--- src/sv/pixel_arith_clamp_unit_macros.svh ---
// assertion macros shared by the pixel arithmetic rtl
`ifndef PIXEL_ARITH_CLAMP_UNIT_MACROS_SVH
`define PIXEL_ARITH_CLAMP_UNIT_MACROS_SVH

// condition that must hold at every clock out of reset
`define PAC_ASSERT(lbl, cond, msg) \
  lbl: assert property (@(posedge clk) disable iff (!rst_n) (cond)) else $error(msg);

// implication checked in the same cycle
`define PAC_ASSERT_IMP(lbl, ante, cons, msg) \
  lbl: assert property (@(posedge clk) disable iff (!rst_n) (ante) |-> (cons)) else $error(msg);

`endif

--- src/sv/pac_pkg.sv ---
// shared types and constants of the pixel arithmetic unit
`default_nettype none
package pac_pkg;
  localparam int PIX_W         = 25;
  localparam int DEN_W         = 26;
  localparam int RES_W         = 51;
  localparam int FRAC_BITS_DEF = 16;
  localparam int APB_AW        = 4;
  localparam int APB_DW        = 32;
  localparam int PIX_MAX_I     = 2 ** (PIX_W - 1) - 1;
  localparam int PIX_MIN_I     = -(2 ** (PIX_W - 1));

  typedef logic signed [PIX_W-1:0] pix_t;
  typedef logic signed [DEN_W-1:0] den_t;
  typedef logic signed [RES_W-1:0] res_t;

  typedef enum logic [2:0] {
    OP_ADD_S, OP_MUL_S, OP_DIV_S, OP_ADD, OP_SUB, OP_MUL, OP_DIV
  } op_t;

  typedef enum logic [1:0] {
    REG_SCALAR, REG_SKIP, REG_BIAS
  } reg_idx_t;

  // sideband that travels beside the divider
  typedef struct packed {
    logic valid_op;
    logic clamp;
    logic dz;
    logic is_div;
    logic q_neg;
    logic last;
    res_t val;
  } side_t;
endpackage
`default_nettype wire

--- src/sv/pac_sat.sv ---
// result select, clamp or saturate, and output register
`default_nettype none
`include "pixel_arith_clamp_unit_macros.svh"
module pac_sat #(
  parameter int FRAC_BITS = pac_pkg::FRAC_BITS_DEF
) (
  input  wire logic                               clk,
  input  wire logic                               rst_n,
  input  wire logic                               en,
  input  wire logic                               in_valid,
  input  wire logic [pac_pkg::PIX_W+FRAC_BITS-1:0] in_quo,
  input  wire pac_pkg::side_t                     in_side,
  output logic                                    out_valid,
  output pac_pkg::pix_t                           out_pixel,
  output logic                                    out_ovf,
  output logic                                    out_dz,
  output logic                                    out_last
);
  localparam int PW = pac_pkg::PIX_W;
  localparam int RW = pac_pkg::RES_W;
  localparam int QW = pac_pkg::PIX_W + FRAC_BITS;
  localparam pac_pkg::res_t R_MAX = pac_pkg::res_t'(pac_pkg::PIX_MAX_I);
  localparam pac_pkg::res_t R_MIN = pac_pkg::res_t'(pac_pkg::PIX_MIN_I);
  localparam pac_pkg::res_t R_ONE =
    (FRAC_BITS >= PW - 1) ? R_MAX : pac_pkg::res_t'(2 ** FRAC_BITS);

  pac_pkg::res_t qmag, r, r_lim;
  logic          ovf_nxt, dz_nxt;
  logic          vld_r, ovf_r, dz_r, last_r, clamp_r;
  pac_pkg::pix_t pix_r;

  always_comb begin
    qmag    = pac_pkg::res_t'({{(RW-QW){1'b0}}, in_quo});
    r       = (in_side.is_div && !in_side.dz)
              ? (in_side.q_neg ? -qmag : qmag) : in_side.val;
    r_lim   = '0;
    ovf_nxt = 1'b0;
    dz_nxt  = 1'b0;
    if (in_side.valid_op) begin
      dz_nxt = in_side.dz;
      if (in_side.clamp) begin
        if (r < 0) begin
          r_lim = '0;
        end else if (r > R_ONE) begin
          r_lim = R_ONE;
        end else begin
          r_lim = r;
        end
      end else begin
        if (r > R_MAX) begin
          r_lim   = R_MAX;
          ovf_nxt = 1'b1;
        end else if (r < R_MIN) begin
          r_lim   = R_MIN;
          ovf_nxt = 1'b1;
        end else begin
          r_lim   = r;
        end
        if (in_side.dz && r != 0) begin
          ovf_nxt = 1'b1;
        end
      end
    end
  end

  always_ff @(posedge clk) begin
    if (!rst_n) begin
      vld_r <= 1'b0;
    end else if (en) begin
      vld_r <= in_valid;
    end
  end

  always_ff @(posedge clk) begin
    if (en) begin
      pix_r   <= r_lim[PW-1:0];
      ovf_r   <= ovf_nxt;
      dz_r    <= dz_nxt;
      last_r  <= in_side.last;
      clamp_r <= in_side.clamp & in_side.valid_op;
    end
  end

  assign out_valid = vld_r;
  assign out_pixel = pix_r;
  assign out_ovf   = ovf_r;
  assign out_dz    = dz_r;
  assign out_last  = last_r;

  `PAC_ASSERT_IMP(a_ovf_at_limit, vld_r && ovf_r,
    pix_r == pac_pkg::pix_t'(pac_pkg::PIX_MAX_I) || pix_r == pac_pkg::pix_t'(pac_pkg::PIX_MIN_I),
    "overflow flagged on a value that is not a limit")
  `PAC_ASSERT_IMP(a_ovf_not_clamped, vld_r && clamp_r, !ovf_r,
    "overflow flagged on a clamped result")
  `PAC_ASSERT_IMP(a_dz_value, vld_r && dz_r && !ovf_r,
    pix_r == '0 || pix_r == R_ONE[PW-1:0],
    "zero divisor gave an unexpected value")
endmodule
`default_nettype wire

--- config.mk ---
export PLATFORM = sky130hd
export DESIGN_NAME = pac_sat
export DESIGN_NICKNAME = d
export VERILOG_FILES = /design/src/sv/pac_pkg.sv /design/src/sv/pac_sat.sv
export VERILOG_INCLUDE_DIRS = /design/src /design/src/sv
export SDC_FILE = /design/constraint.sdc
export NUM_CORES = 1
export LEC_CHECK = 0
export BUFFER_PORTS_ARGS = -buffer_cell sky130_fd_sc_hd__buf_2
export CORE_MARGIN = 2
export CORE_UTILIZATION = 35
export DETAILED_ROUTE_END_ITERATION = 8
export PLACE_DENSITY = 0.63
export SYNTH_ARGS = -nofsm -noshare
export SYNTH_HDL_FRONTEND = slang
export SYNTH_SLANG_ARGS = --single-unit
--- constraint.sdc ---
create_clock -name clk -period 9.5 [get_ports clk]
set_clock_uncertainty 0.1 [all_clocks]
set_input_delay 0.475 -clock clk [delete_from_list [all_inputs] [get_ports clk]]
set_output_delay 0.475 -clock clk [all_outputs]
set_load 0.05 [all_outputs]
# --- After elaboration in Yosys (flattened, before gate mapping) ---
# Index checks and enable logic that the tools add are counted.
word_totals:
  ff_bits: 29
  input_bits: 102
op_classes:
  n_mux: 10
  bitwise_logic: 1
  n_lt_le_gt_ge: 4
  add_sub_neg: 1
  n_reduce_logical: 5
ops:
  columns: ["op", "count"]
  rows:
  - ["25-bit two-way mux", 5]
  - ["51-bit two-way mux", 2]
  - ["51-bit by 18-bit > comparator with 1-bit output, second input constant", 1]
  - ["51-bit by 25-bit > comparator with 1-bit output, second input constant", 1]
  - ["51-bit by 1-bit less-than comparator with 1-bit output, second input constant", 1]
  - ["51-bit by 25-bit less-than comparator with 1-bit output, second input constant", 1]
  - ["41-bit negator with 51-bit output", 1]
  - ["51-bit nonzero test", 1]
  - ["1-bit two-way mux", 3]
  - ["1-bit logical AND", 2]
  - ["2-bit OR reduction", 1]
  - ["1-bit logical NOT", 1]
  - ["1-bit NOT", 1]

# --- Depth between registers and ports, before layout ---
depth:
  depth_word: 7
  mapped_depth: 13
  depth_no_buf: 11

# --- Worst setup path after synthesis ---
# OpenSTA, ideal clock, no wires.
synth_path:
  path_type: "in2reg"
  from: "input port in_quo[6] (netlist bit)"
  to: "register ovf_r (netlist: out_ovf) (data pin)"
  setup_time_ns: 0.275
  path_buffers: 1
  t_arrival_ns: 3.032
  path_stages: 10
  path_slack_ns: 6.094
  path_cell_list: "or3_1 -> clkbuf_1 -> or4_4 -> o31ai_2 -> xor2_1 -> nand4b_1 -> a221oi_1 -> nand4_1 -> o41ai_2 -> a31oi_1"
synth_between:
  elab_chain_len: 7
  elab_cells_between_ends: 10
  classes_between: "1 x add/sub; 2 x order compare; 5 x mux; 2 x reduce/logical"
synth_lines:
  columns: ["element", "line", "source"]
  rows:
  - ["start, declared", "pac_sat.sv:11", "input wire logic [pac_pkg::PIX_W+FRAC_BITS-1:0] in_quo,"]
  - ["41-bit negator with 51-bit output", "pac_sat.sv:35", "? (in_side.q_neg ? -qmag : qmag) : in_side.val;"]
  - ["51-bit two-way mux * (2 in series)", "pac_sat.sv:35", null]
  - ["51-bit by 25-bit less-than comparator with 1-bit output", "pac_sat.sv:53", "end else if (r < R_MIN) begin"]
  - ["1-bit two-way mux", "pac_sat.sv:53", null]
  - ["1-bit two-way mux", "pac_sat.sv:50", "if (r > R_MAX) begin"]
  - ["1-bit two-way mux *", "pac_sat.sv:59", "if (in_side.dz && r != 0) begin"]
  - ["end signal, assigned", "pac_sat.sv:77", "ovf_r <= ovf_nxt;"]
  - ["end, declared", "pac_sat.sv:29", "logic vld_r, ovf_r, dz_r, last_r, clamp_r;"]
# Mark *: on every way between the ends. The rest lies on a longest branch, timed or not.
# A chain may end at the register's enable or synchronous reset.

# --- Final worst setup path ---
layout_path:
  from: "input port in_quo[0] (netlist bit)"
  to: "register pix_r[2] (netlist: out_pixel[2]) (data pin)"
layout_between:
  elab_chain_len: 7
  elab_cells_between_ends: 12
  classes_between: "1 x add/sub; 4 x order compare; 7 x mux"
layout_lines:
  columns: ["element", "line", "source"]
  rows:
  - ["41-bit negator with 51-bit output", "pac_sat.sv:35", null]
  - ["51-bit two-way mux * (2 in series)", "pac_sat.sv:35", null]
  - ["51-bit by 25-bit less-than comparator with 1-bit output or 51-bit by 18-bit > comparator with 1-bit output (tied branches)", "pac_sat.sv:53, pac_sat.sv:44", null]
  - ["25-bit two-way mux (on tied branches)", "pac_sat.sv:53, pac_sat.sv:44", null]
  - ["25-bit two-way mux (on tied branches)", "pac_sat.sv:50, pac_sat.sv:42", null]
  - ["25-bit two-way mux *", "pac_sat.sv:41", "if (in_side.clamp) begin"]
  - ["end signal, assigned", "pac_sat.sv:76", "pix_r <= r_lim[PW-1:0];"]
  - ["end, declared", "pac_sat.sv:30", "pac_pkg::pix_t pix_r;"]
# Marks and branches as above.

==> results_dict.tcl <==
set metrics [dict create \
    run_status "finished, final reports clean" \
    timing.critical_path.required_ns 9.38 \
    wire_length_per_cell_um 16.8 \
    rsz0062_at_grt "no" \
    drt_first_iter_violations 181 \
    post_route_cells_drive_above_1_share_pct 34.7 \
    ys_top_cells_by_count "nand2_1, edfxtp_1, xor2_1" \
    globalplace.congestion 0.911 \
    clkSinkCount 29 \
    fraction_of_post_synthesis_cell_area_in_the_top_cell_type_by_area_pct 26.8 \
    rows 34 \
    first_global_vias 3160 \
    vdd_ir_drop_max_mv 0.0614 \
    timing.hold.worst.class "input pin to flip-flop" \
    critical_path.reg2reg.endpoint "out_valid$_SDFFE_PN0P_" \
    ctsHoldBuffers 0 \
    setup_viol 0 \
    ctsLongestPathBuffers 2 \
    ys_seq_area_share_pct 27.5 \
    cts_tree "done" \
    synth_most_common_cell "nand2_1" \
    grt_antenna_before_repair 0 \
    transition_time_at_the_pin_with_the_least_slew_margin_ns 0.961 \
    critical_path_arrival_ns 4.23 \
    buffer_ports.inserted 130 \
    critical-path-max-stage-delay_ns 0.76 \
    r2r-start "out_valid$_SDFFE_PN0P_" \
    dpl.cell_count 587 \
    rrSetupSlack_ns 8.81 \
    period_share_pct 45.8 \
    syn_avg_cell_area_um2 8.49 \
    synth.distinct_cells 60 \
    slowest_stage "a32oi_2" \
    cell_area_after_synthesis_mm2 0.00313 \
    initial_utilization_pct 35.9 \
    post_synth_main_area_contributors "edfxtp_1, xor2_1, mux2i_1, o31ai_1, nand4_1" \
    dominant_register_cell_in_the_synthesized_netlist "edfxtp_1" \
    start_kind "input pin" \
    flops_latches_synth 29 \
    synth_top_cell_by_area "edfxtp_1" \
    p_leak_nw 1.51 \
    number_of_cells_produced_by_synthesis 369 \
    design.core.area_mm2 0.00872 \
    max-cap-violations 0 \
    fp.dieW_um 98.6 \
    finalMaxSlewViolations 0 \
    post_drt_via_cell_ratio 5.73 \
    synth_enable_flop_cells 28 \
    crit_path_setup_slack_layout_ns 5.14 \
    fin_worst_hold_slack_ns 0.276 \
    placement.setup.worst_slack_ns 4.90 \
    globalRouteTotalUtil_pct 19.8 \
    crit_path_end_kind "flip-flop" \
    min_to "out_last$_DFFE_PP_" \
    route.antenna.remaining_nets 0 \
    synthArstFlopShare_pct 0 \
    cts-buffers-inserted 5 \
    cts_h_tree_lvls 2 \
    hold_viol_final 0 \
    gr-total-overflow 0 \
    min_from "in_side[51]" \
    detail_route.wirelength_um 9990 \
    drt_first_pass_iters 4 \
    layout.cells.non_filler 595 \
    grt_max_degree 48 \
    synth_nets 472 \
    r2r.worst_path.cells 2 \
    drt_drc_violations_left 0 \
    pwr_density_cell_mw_per_mm2 106 \
    timing.critical_path.cells "buf_2 -> inv_1 -> ha_1 -> nor3b_1 -> nand4_1 -> or4_1 -> a21oi_1 -> nand4b_1 -> a221oi_1 -> and4_1 -> a32oi_2 -> o21ai_0" \
    cts.root.buffer_cell "clkbuf_8" \
    design.die.area_mm2 0.00972 \
    floorplan.io_pins 131 \
    period_minus_slack_ns 4.36 \
    antenna-diode-count 0 \
    clock_latency_ns 0.27 \
    flow.area_growth_from_synthesis_pct 25.0 \
    maxSlewHeadroom_pct 35.9 \
    first_pass_grt_wire_length_um 15800 \
    hpwlAfterDp_um 8180 \
    final_layout_setup_total_negative_slack_ns 0 \
    max_clock_freq_mhz 230 \
    num-nets-final 589 \
    ys.warnings.count 0 \
    clk_pin_slew_ns 0.06 \
    category_of_the_critical_setup_timing_path "input pin to flip-flop" \
    dieHeight_um 98.6 \
    detailroute.via_count 3412 \
    post-cts-setup-buffer-count 0 \
    post_cts.resized_instances 0 \
    worstPathMaxFanout 16 \
    fill_cells 882 \
    holdPathStages 1 \
]
[worst max path at each step]
stage,endpoint,start,cells past startpoint
after floorplan,out_ovf$_SDFFCE_PP0P_,in_quo[6],10
after global placement,out_pixel[3]$_SDFFCE_PN0P_,in_quo[0],12
after detailed placement,out_pixel[3]$_SDFFCE_PN0P_,in_quo[0],12
after CTS,out_pixel[3]$_SDFFCE_PN0P_,in_quo[0],12
after global routing,out_pixel[2]$_SDFFCE_PN0P_,in_quo[0],12
final,out_pixel[2]$_SDFFCE_PN0P_,in_quo[0],12
[flip-flops by register name, indices dropped and copies added (netlist names)]
name	cells
out_valid	1
out_dz	1
out_pixel	25
out_ovf	1
out_last	1
[logic make-up (layout without fill, tap and decap cells)]
kind of cell               after synthesis  count (layout)  share of synthesized area, %
xor gates and xnor gates                37              37                          10.3
AOI/OAI and AO/OA                      104             104                          24.8
muxes                                   15              15                          4.79
DFF                                     29              29                          27.5
buffers and inverters                   29             147                          4.11
and+or+nand+nor                        154             154                          28.1
adders and majority gates                1               1                         0.399
[through the flow]
stage | util (%) | area, µm² | power (mW)
after floorplan | - | 3130 | 0.263
after detailed placement | 44.0 | 3830 | 0.322
after CTS | 44.9 | 3920 | 0.416
after global placement | 44.0 | 3830 | 0.321
after global routing | 44.9 | 3920 | 0.433
final | 44.9 | 3920 | 0.413
[cell type report]
type | instances | area [µm²] | share of cell area [%]
inverters | 7 | 26.3 | 0.671
clock buffers | 5 | 68.8 | 1.76
clock inverters | 3 | 12.5 | 0.320
flip-flops and latches | 29 | 861 | 22.0
well taps | 108 | 135 | 3.45
repair buffers | 132 | 666 | 17.0
multi-input cells | 311 | 2150 | 54.8
[power by group]
part           internal, mW  leakage, nW  switching (mW)
registers             0.154        0.277         0.00276
logic                0.0523         1.19           0.112
clock network        0.0491       0.0430          0.0440
[per-layer routing]
| layer | wire length, µm | global-route usage, % | vias to the layer above | part of all wire (%) |
|---|---|---|---|---|
| met5 | 0 | 0 | - | 0 |
| met4 | 231 | 5.90 | 0 | 2.3 |
| met3 | 584 | 2.62 | 19 | 5.8 |
| met2 | 4490 | 31.0 | 138 | 45 |
| met1 | 4680 | 28.6 | 1574 | 47 |
| li1 | - | - | 1681 | - |
[layout by cell type (no fill, tap or decap), types with 4 or more instances in the layout]
cell type,count
or3_1,4
nand2b_1,4
nor3_1,5
o21ai_0,24
clkbuf_8,5
nor2_1,24
inv_1,7
nor4_1,13
o21ai_1,4
a21oi_1,12
buf_2,130
xor2_1,25
o21ai_2,10
o31ai_1,17
mux2i_1,15
xnor2_1,12
nand3_1,20
or4_1,8
nand2_1,29
nand4_1,20
edfxtp_1,28
o41ai_1,7
[worst max-delay path, delay by kind of cell]
| kind | cells | cell delay, ns |
|---|---|---|
| buffers and inverters | 2 | 0.20 |
| adders and majority gates | 1 | 0.17 |
| and+or+nand+nor | 5 | 2.13 |
| AOI/OAI and AO/OA | 4 | 1.25 |
Power figures use the tool's default switching activity.
