`config.mk`:
```
export PLATFORM = sky130hd
export DESIGN_NAME = pac_front
export DESIGN_NICKNAME = d
export VERILOG_FILES = /design/src/sv/pixel_arith_clamp_unit_macros.svh /design/src/sv/pac_pkg.sv /design/src/sv/pac_front.sv
export SDC_FILE = /design/constraint.sdc
export NUM_CORES = 2
export LEC_CHECK = 0
export ABC_AREA = 1
export BUFFER_PORTS_ARGS = -buffer_cell sky130_fd_sc_hd__buf_2
export CAP_MARGIN = 0
export CORE_MARGIN = 5
export CORE_UTILIZATION = 55
export CTS_CLUSTER_DIAMETER = 120
export DETAILED_ROUTE_END_ITERATION = 8
export PLACE_DENSITY = 0.73
export SLEW_MARGIN = 0
export SYNTH_ARGS = -nofsm -noshare
export SYNTH_HDL_FRONTEND = slang
export SYNTH_SLANG_ARGS = --single-unit
export TNS_END_PERCENT = 10
```
`constraint.sdc`:
```
create_clock -name clk -period 13 [get_ports clk]
set_clock_uncertainty 0.1 [all_clocks]
set_input_delay 0.65 -clock clk [delete_from_list [all_inputs] [get_ports clk]]
set_output_delay 0.65 -clock clk [all_outputs]
set_load 0.05 [all_outputs]
```
`src/sv/pixel_arith_clamp_unit_macros.svh`:
```
// assertion macros shared by the pixel arithmetic rtl
`ifndef PIXEL_ARITH_CLAMP_UNIT_MACROS_SVH
`define PIXEL_ARITH_CLAMP_UNIT_MACROS_SVH

// condition that must hold at every clock out of reset
`define PAC_ASSERT(lbl, cond, msg) \
  lbl: assert property (@(posedge clk) disable iff (!rst_n) (cond)) else $error(msg);

// implication checked in the same cycle
`define PAC_ASSERT_IMP(lbl, ante, cons, msg) \
  lbl: assert property (@(posedge clk) disable iff (!rst_n) (ante) |-> (cons)) else $error(msg);

`endif

```
`src/sv/pac_pkg.sv`:
```
// shared types and constants of the pixel arithmetic unit
`default_nettype none
package pac_pkg;
  localparam int PIX_W         = 25;
  localparam int DEN_W         = 26;
  localparam int RES_W         = 51;
  localparam int FRAC_BITS_DEF = 16;
  localparam int APB_AW        = 4;
  localparam int APB_DW        = 32;
  localparam int PIX_MAX_I     = 2 ** (PIX_W - 1) - 1;
  localparam int PIX_MIN_I     = -(2 ** (PIX_W - 1));

  typedef logic signed [PIX_W-1:0] pix_t;
  typedef logic signed [DEN_W-1:0] den_t;
  typedef logic signed [RES_W-1:0] res_t;

  typedef enum logic [2:0] {
    OP_ADD_S, OP_MUL_S, OP_DIV_S, OP_ADD, OP_SUB, OP_MUL, OP_DIV
  } op_t;

  typedef enum logic [1:0] {
    REG_SCALAR, REG_SKIP, REG_BIAS
  } reg_idx_t;

  // sideband that travels beside the divider
  typedef struct packed {
    logic valid_op;
    logic clamp;
    logic dz;
    logic is_div;
    logic q_neg;
    logic last;
    res_t val;
  } side_t;
endpackage
`default_nettype wire

```
`src/sv/pac_front.sv`:
```
// operand select, adder, multiplier and divider setup
`default_nettype none
module pac_front #(
  parameter int FRAC_BITS = pac_pkg::FRAC_BITS_DEF
) (
  input  wire logic                               clk,
  input  wire logic                               rst_n,
  input  wire logic                               en,
  input  wire logic                               in_valid,
  input  wire logic [2:0]                         in_op,
  input  wire pac_pkg::pix_t                      in_a,
  input  wire pac_pkg::pix_t                      in_b,
  input  wire logic                               in_last,
  input  wire pac_pkg::pix_t                      scalar,
  input  wire logic                               skip_clamp,
  input  wire logic [15:0]                        bias,
  output logic                                    out_valid,
  output logic [pac_pkg::PIX_W+FRAC_BITS-1:0]     out_num,
  output logic [pac_pkg::DEN_W-1:0]               out_den,
  output pac_pkg::side_t                          out_side
);
  localparam int PW = pac_pkg::PIX_W;
  localparam int DW = pac_pkg::DEN_W;
  localparam int QW = pac_pkg::PIX_W + FRAC_BITS;
  localparam int MW = pac_pkg::PIX_W + pac_pkg::DEN_W;

  // stage 1: operand select
  logic              v1_r, v1_nxt;
  logic [2:0]        op_r;
  pac_pkg::pix_t     a_r;
  pac_pkg::den_t     d_r, d_nxt;
  logic              clamp_r, clamp_nxt;
  logic              last_r;

  always_comb begin
    v1_nxt    = in_valid;
    d_nxt     = pac_pkg::den_t'(in_b);
    clamp_nxt = 1'b1;
    case (pac_pkg::op_t'(in_op))
      pac_pkg::OP_ADD_S, pac_pkg::OP_MUL_S, pac_pkg::OP_DIV_S: begin
        d_nxt     = pac_pkg::den_t'(scalar);
        clamp_nxt = ~skip_clamp;
      end
      pac_pkg::OP_DIV: begin
        d_nxt = pac_pkg::den_t'(in_b) + pac_pkg::den_t'({1'b0, bias});
      end
      default: begin
        d_nxt = pac_pkg::den_t'(in_b);
      end
    endcase
  end

  always_ff @(posedge clk) begin
    if (!rst_n) begin
      v1_r <= 1'b0;
    end else if (en) begin
      v1_r <= v1_nxt;
    end
  end

  always_ff @(posedge clk) begin
    if (en) begin
      op_r    <= in_op;
      a_r     <= in_a;
      d_r     <= d_nxt;
      clamp_r <= clamp_nxt;
      last_r  <= in_last;
    end
  end

  // stage 2: arithmetic
  logic signed [MW-1:0] prod;
  pac_pkg::res_t        mul_val, sum_val, dz_val;
  logic [PW-1:0]        abs_a;
  logic [DW-1:0]        abs_d;
  logic                 dz;
  pac_pkg::side_t       side_nxt;
  logic                 v2_r;
  logic [QW-1:0]        num_r;
  logic [DW-1:0]        den_r;
  pac_pkg::side_t       side_r;

  always_comb begin
    prod    = a_r * d_r;
    mul_val = pac_pkg::res_t'(prod >>> FRAC_BITS);
    abs_a   = a_r[PW-1] ? PW'(-a_r) : PW'(a_r);
    abs_d   = d_r[DW-1] ? DW'(-d_r) : DW'(d_r);
    dz      = (d_r == '0);
    if (a_r[PW-1]) begin
      dz_val = pac_pkg::res_t'(pac_pkg::PIX_MIN_I);
    end else if (a_r != '0) begin
      dz_val = pac_pkg::res_t'(pac_pkg::PIX_MAX_I);
    end else begin
      dz_val = '0;
    end
    sum_val = pac_pkg::res_t'(a_r) + pac_pkg::res_t'(d_r);

    side_nxt.valid_op = 1'b1;
    side_nxt.clamp    = clamp_r;
    side_nxt.dz       = 1'b0;
    side_nxt.is_div   = 1'b0;
    side_nxt.q_neg    = a_r[PW-1] ^ d_r[DW-1];
    side_nxt.last     = last_r;
    side_nxt.val      = '0;
    case (pac_pkg::op_t'(op_r))
      pac_pkg::OP_ADD_S, pac_pkg::OP_ADD: begin
        side_nxt.val = sum_val;
      end
      pac_pkg::OP_SUB: begin
        side_nxt.val = pac_pkg::res_t'(a_r) - pac_pkg::res_t'(d_r);
      end
      pac_pkg::OP_MUL_S, pac_pkg::OP_MUL: begin
        side_nxt.val = mul_val;
      end
      pac_pkg::OP_DIV_S, pac_pkg::OP_DIV: begin
        side_nxt.is_div = 1'b1;
        side_nxt.dz     = dz;
        side_nxt.val    = dz_val;
      end
      default: begin
        side_nxt.valid_op = 1'b0;
      end
    endcase
  end

  always_ff @(posedge clk) begin
    if (!rst_n) begin
      v2_r <= 1'b0;
    end else if (en) begin
      v2_r <= v1_r;
    end
  end

  always_ff @(posedge clk) begin
    if (en) begin
      num_r  <= {abs_a, {FRAC_BITS{1'b0}}};
      den_r  <= abs_d;
      side_r <= side_nxt;
    end
  end

  assign out_valid = v2_r;
  assign out_num   = num_r;
  assign out_den   = den_r;
  assign out_side  = side_r;
endmodule
`default_nettype wire

```
# --- After elaboration in Yosys (flattened, before gate mapping) ---
# Cells that the tools add are included.
word_totals:
  elab_cells: 52
  ff_bits: 166
  romBits: 0
  latchBits: 0
  output_inout_bits: 125
  ram_bits: 0
  memories: 0
  input_bits: 100
op_classes:
  n_div: 0
  shift: 0
  n_addsub: 5
  n_reduce_logical: 9
  mux: 8
  n_mul: 1
  order_cmp: 0
  eq_ne: 9
  bitwise: 2
ops:
  columns: ["cell", "count"]
  rows:
  - ["51-bit case mux with 4 select lines", 1]
  - ["26-bit case mux with 2 select lines", 1]
  - ["25-bit by 26-bit multiplier with 51-bit output", 1]
  - ["51-bit two-way mux", 1]
  - ["24-bit two-way mux", 2]
  - ["25-bit by 26-bit adder with 27-bit output", 1]
  - ["25-bit by 26-bit subtractor with 27-bit output", 1]
  - ["25-bit by 17-bit adder with 26-bit output", 1]
  - ["26-bit logical NOT", 1]
  - ["26-bit negation", 1]
  - ["25-bit two-way mux", 1]
  - ["25-bit negation", 1]
  - ["25-bit nonzero test", 1]
  - ["3-bit == test, second input constant", 4]
  - ["3-bit by 2-bit == test with 1-bit output, second input constant", 3]
  - ["7-bit OR reduction", 1]
  - ["3-bit by 1-bit == test with 1-bit output, second input constant", 2]
  - ["3-bit logical NOT", 2]
  - ["2-bit OR reduction", 3]
  - ["3-bit OR reduction", 1]
  - ["1-bit two-way mux", 2]
  - ["1-bit inverter", 1]
  - ["1-bit bitwise XOR", 1]

# --- Depth between registers and ports, before layout ---
logic_depth:
  depth_word: 4
  depth_mapped: 33
  depth_no_buf: 31

# --- Worst setup path after synthesis ---
# OpenSTA, ideal clock, no wires.
synth_timing:
  path_kind: "register to register"
  from: "register d_r[25]"
  to: "register side_r (netlist bit out_side[49]), data pin"
  slack_ns: 6.038
  period_less_slack_ns: 6.962
  t_arrival_ns: 6.604
  path_stages_with_launch: 28
  setup_time_ns: 0.258
  required_time_ns: 12.642
  path_buffers: 3
  cell_sequence: "edfxtp_1 > buf_2 > clkbuf_1 > buf_1 > nand2_1 > inv_1 > fa_1 > fa_1 > inv_1 > fa_1 > inv_1 > fa_1 > fa_1 > fa_1 > fa_1 > ha_1 > nand2_1 > nor2_1 > inv_1 > nor2_1 > and3_1 > inv_1 > nor2_1 > nand2_1 > nand2_1 > nand2_1 > nand3_1 > nand2_1"
synth_via:
  elab_chain_cells: 2
  elab_cells_between_ends: 4
  classes_between: "add/sub: 2; mul: 1; mux: 1"
synth_rtl:
  columns: ["item", "line", "rtl"]
  rows:
  - ["start: declaration", "pac_front.sv:31", "pac_pkg::den_t d_r, d_nxt;"]
  - ["start signal: assignment", "pac_front.sv:65", "d_r <= d_nxt;"]
  - ["25-bit by 26-bit multiplier with 51-bit output, or another cell as far along", "pac_front.sv:84", "prod = a_r * d_r;"]
  - ["51-bit case mux with 4 select lines (*)", "pac_front.sv:105", "case (pac_pkg::op_t'(op_r))"]
  - ["end signal: assignment", "pac_front.sv:138", "side_r <= side_nxt;"]
  - ["end: declaration", "pac_front.sv:81", "pac_pkg::side_t side_r;"]
# Mark *: on every way between the ends. The rest lies on a longest branch, timed or not.
# A chain may end at the register's enable or synchronous reset.

==> summary.log <==
qor: logic_synthesis.yosys.cell_types.count 53
qor: sta.worstMarginPinSlew 1.01 ns
qor: detailed_routing.drc 0
qor: layout.post_route_cells_drive_above_1_share 0.0691
qor: die.die-area 0.0722 sq mm
qor: layout.ant_diodes 0
qor: detailed_routing.postRouteAntennaNets 0
qor: clocking.tritoncts built
qor: die.die_height 269 microns
qor: die.rows 94
qor: logic_synthesis.summed_instance_area_of_the_synthesized_netlist 0.0368 sq mm
qor: global_routing.grt_antenna_before_repair 1
qor: global_routing.grt_most_used_layer met2
qor: logic_synthesis.synth_top_family_by_area adder cells
qor: layout.area_growth 5.94%
qor: placement.place_area 0.0384 sq mm
qor: die.initial_utilization 0.557
qor: sta.max_freq 0.126 GHz
qor: run_status.status complete, no violations
qor: detailed_routing.drt_pass1_iterations 6
qor: setup_path.crit_required 13.14 ns
qor: clocking.clock_latency 0.50 ns
qor: global_routing.first_global_vias 32600
qor: logic_synthesis.synth_seq_cells 150
qor: logic_synthesis.asyncSetResetFlopFracSynth 0
qor: setup_path.endpoint_kind flop
qor: sta.finalHoldViolations 0
qor: logic_synthesis.synth.avg_cell_area 7.58 sq um
qor: sta.slew_violations 0
qor: logic_synthesis.complex_gate_fraction_of_the_synthesized_area 0.0472
qor: sta.slew_headroom 0.325
qor: clocking.clock-root-buffer sky130_fd_sc_hd__clkbuf_16
qor: run.drv_cap 0
qor: setup_path.data_arrival_time_of_the_critical_path 8.09 ns
qor: clocking.tritoncts_num_sinks 150
qor: die.top_level_port_count 225
qor: clocking.postCtsResizedCells 0
qor: global_routing.globalRoute.totalOverflow 0
qor: logic_synthesis.synth_simple_gate_area_share 0.212
qor: placement.globalplace.congestion 0.998
qor: logic_synthesis.syn-instance-count 4852
qor: logic_synthesis.synth_fa_ha_area_frac 0.443
qor: global_routing.first_pass_grt_wire_length 185000 microns
qor: detailed_routing.drt_iter0_markers 2791
qor: sta.setup-tns-final 0 ns
qor: sta.rsz_0062_raised_after_global_routing no
qor: clocking.clock_pin_transition_on_the_worst_setup_and_hold_timing_paths 0.08 ns
qor: die.die_x 269 microns
qor: detailed_routing.detail_route.vias_per_cell 5.43
qor: sta.final_period_minus_worst_setup_slack 7.95 ns
qor: clocking.cts_setup_buffers 0
qor: detailed_routing.wl_per_cell 20.5 microns
qor: sta.finalSetupViolations 0
qor: logic_synthesis.yosys-mux-area-fraction 0
qor: sta.final_min_period_over_clock_period 0.611
qor: logic_synthesis.synth_enable_flop_cells 148
qor: global_routing.met1_usage 0.454
qor: global_routing.met2_track_demand_over_resource 0.549
qor: min_path.min_path_type primary input to flop
qor: logic_synthesis.synthDominantAreaCellType sky130_fd_sc_hd__fa_1
qor: logic_synthesis.synth-warning-count 0
qor: logic_synthesis.ys_top_cells_by_area sky130_fd_sc_hd__fa_1 37%, sky130_fd_sc_hd__nand2_1 13%, sky130_fd_sc_hd__inv_1 13%, sky130_fd_sc_hd__edfxtp_1 12%, sky130_fd_sc_hd__ha_1 7.1%
qor: layout.num-nets-final 5928
qor: detailed_routing.finalWirelength 119000 microns
qor: setup_path.start_kind flop
qor: layout.final_cell_area 0.0390 sq mm
qor: placement.port_buffers 208
qor: setup_path.critical_path_class flop to flop
qor: logic_synthesis.yosysSeqAreaShare 0.122
qor: clocking.hold_buffer_count_at_cts 0
qor: placement.placement.setup.worst_slack 5.15 ns
qor: placement.dp_hpwl 94700 microns
qor: setup_path.critical_path.max_fanout 44
qor: logic_synthesis.ys_dominant_reg_cell sky130_fd_sc_hd__edfxtp_1
qor: clocking.numCtsBuffers 17
qor: global_routing.gr-usage-all-layers 0.337
qor: logic_synthesis.yosys.area_share.xor_xnor 0.0157
qor: logic_synthesis.synth_top_area_share 0.372
qor: detailed_routing.routed-via-count 31600
qor: clocking.clock_tree.htree_level_count 4
qor: clocking.max-clock-path-buffers 2
qor: global_routing.maximum_number_of_pins_on_one_net_before_global_route_repair 79
qor: global_routing.grt.met3_usage 0.0651
qor: die.core_area 0.0661 sq mm
qor: sta.setup_slack 5.05 ns
-- kinds of logic (layout without fill, tap and decap cells) --
family	count (synthesis)	count (layout)
AO/OA/AOI/OAI	323	323
XOR/XNOR	66	66
buffers and inverters	1512	1593
flip-flops	150	150
adder cells (fa/ha/maj)	893	893
AND/OR/NAND/NOR	1907	1907
other	1	16
-- final cells by class --
cell class              count  area [sq um]
clock inverters            14           161
inverters                1296          4870
flip-flops and latches    150          4480
fillers                  6107         27100
multi-input cells        3205         26500
clock buffers              18           429
repair buffers            265          1480
well taps                 864          1080
-- cells in the final DEF, fill, tap and decap left out, drive strengths merged, types with 11 or more instances in the layout --
master and count:
a21oi 158, xor2 49, nand3b 12, nand3 208, xnor2 17, o21bai 24
ha 210, o21ai 118, fa 683, nor2 281, nand4 41, or2 11
buf 265, nor3 22, clkbuf 18, nand2 1314, edfxtp 148, inv 1303
conb 16
-- cells in the mapped netlist (4+ instances only) --
cell type                     n
sky130_fd_sc_hd__nand2_1   1309
sky130_fd_sc_hd__inv_1     1285
sky130_fd_sc_hd__fa_1       683
sky130_fd_sc_hd__nor2_1     272
sky130_fd_sc_hd__ha_1       210
sky130_fd_sc_hd__nand3_1    203
sky130_fd_sc_hd__a21oi_1    156
sky130_fd_sc_hd__edfxtp_1   148
sky130_fd_sc_hd__o21ai_0    114
sky130_fd_sc_hd__clkbuf_1    99
sky130_fd_sc_hd__buf_1       51
sky130_fd_sc_hd__xor2_1      49
sky130_fd_sc_hd__nand4_1     40
sky130_fd_sc_hd__buf_4       35
sky130_fd_sc_hd__buf_2       25
sky130_fd_sc_hd__o21bai_1    24
sky130_fd_sc_hd__nor3_1      18
sky130_fd_sc_hd__xnor2_1     17
sky130_fd_sc_hd__nand3b_1    12
sky130_fd_sc_hd__or2_2       11
sky130_fd_sc_hd__inv_2        9
sky130_fd_sc_hd__nor4_1       8
sky130_fd_sc_hd__a31oi_1      6
sky130_fd_sc_hd__nor2_2       6
sky130_fd_sc_hd__a21o_1       5
sky130_fd_sc_hd__buf_6        5
sky130_fd_sc_hd__o211ai_1     5
sky130_fd_sc_hd__and3_1       4
sky130_fd_sc_hd__o21ai_1      4
-- state kept, by name (all words and copies together) (netlist names) --
name	cells
out_valid	1
clamp_r	1
out_side	41
out_den	26
v1_r	1
last_r	1
d_r	26
a_r	25
out_num	25
op_r	3
-- worst max-delay path, cell delays in order (launching register included) --
cell,delay [ns]
sky130_fd_sc_hd__edfxtp_1,0.32
sky130_fd_sc_hd__buf_4,0.46
sky130_fd_sc_hd__nand2_1,0.19
sky130_fd_sc_hd__inv_1,0.16
sky130_fd_sc_hd__fa_1,0.55
sky130_fd_sc_hd__fa_1,0.75
sky130_fd_sc_hd__inv_1,0.24
sky130_fd_sc_hd__fa_1,0.59
sky130_fd_sc_hd__inv_1,0.26
sky130_fd_sc_hd__fa_1,0.52
sky130_fd_sc_hd__fa_1,0.58
sky130_fd_sc_hd__inv_1,0.07
sky130_fd_sc_hd__fa_1,0.53
sky130_fd_sc_hd__inv_1,0.05
sky130_fd_sc_hd__fa_1,0.45
sky130_fd_sc_hd__ha_1,0.41
sky130_fd_sc_hd__nand2_1,0.16
sky130_fd_sc_hd__nor2_1,0.13
sky130_fd_sc_hd__inv_1,0.06
sky130_fd_sc_hd__nor2_1,0.32
sky130_fd_sc_hd__nand2_1,0.11
sky130_fd_sc_hd__nor2_1,0.10
sky130_fd_sc_hd__nand2_1,0.15
sky130_fd_sc_hd__nand3_1,0.14
sky130_fd_sc_hd__nand2_1,0.06
sky130_fd_sc_hd__nand3_1,0.07
sky130_fd_sc_hd__nand2_1,0.07
-- through the flow --
step / instances / hold WS, ns / utilization
2_1_floorplan: 4867 / 0.300 / -
5_1_grt: 5812 / 0.213 / 0.590
6_report: 5812 / 0.224 / 0.590
3_3_place_gp: 5780 / 0.301 / 0.581
4_1_cts: 5812 / 0.198 / 0.590
3_5_place_dp: 5780 / 0.327 / 0.581
-- per-layer routing --
layer,wire length [microns],up-vias
li1,-,14300
met1,48100,15500
met2,55100,1506
met3,10900,300
met4,5150,0
met5,0,-
-- worst paths after layout --
path	start	endpoint	slack (ns)	cells past startpoint
max	d_r[25]	out_side[32]	5.05	26
min	in_a[8]	a_r[8]	0.22	1
max reg2reg	d_r[25]	out_side[32]	5.05	26
min reg2reg	clamp_r	out_side[55]	0.34	0
Power is left out: the tool's default activity adds up to more than one toggle a clock period on the data nets, which glitch-free logic cannot reach.
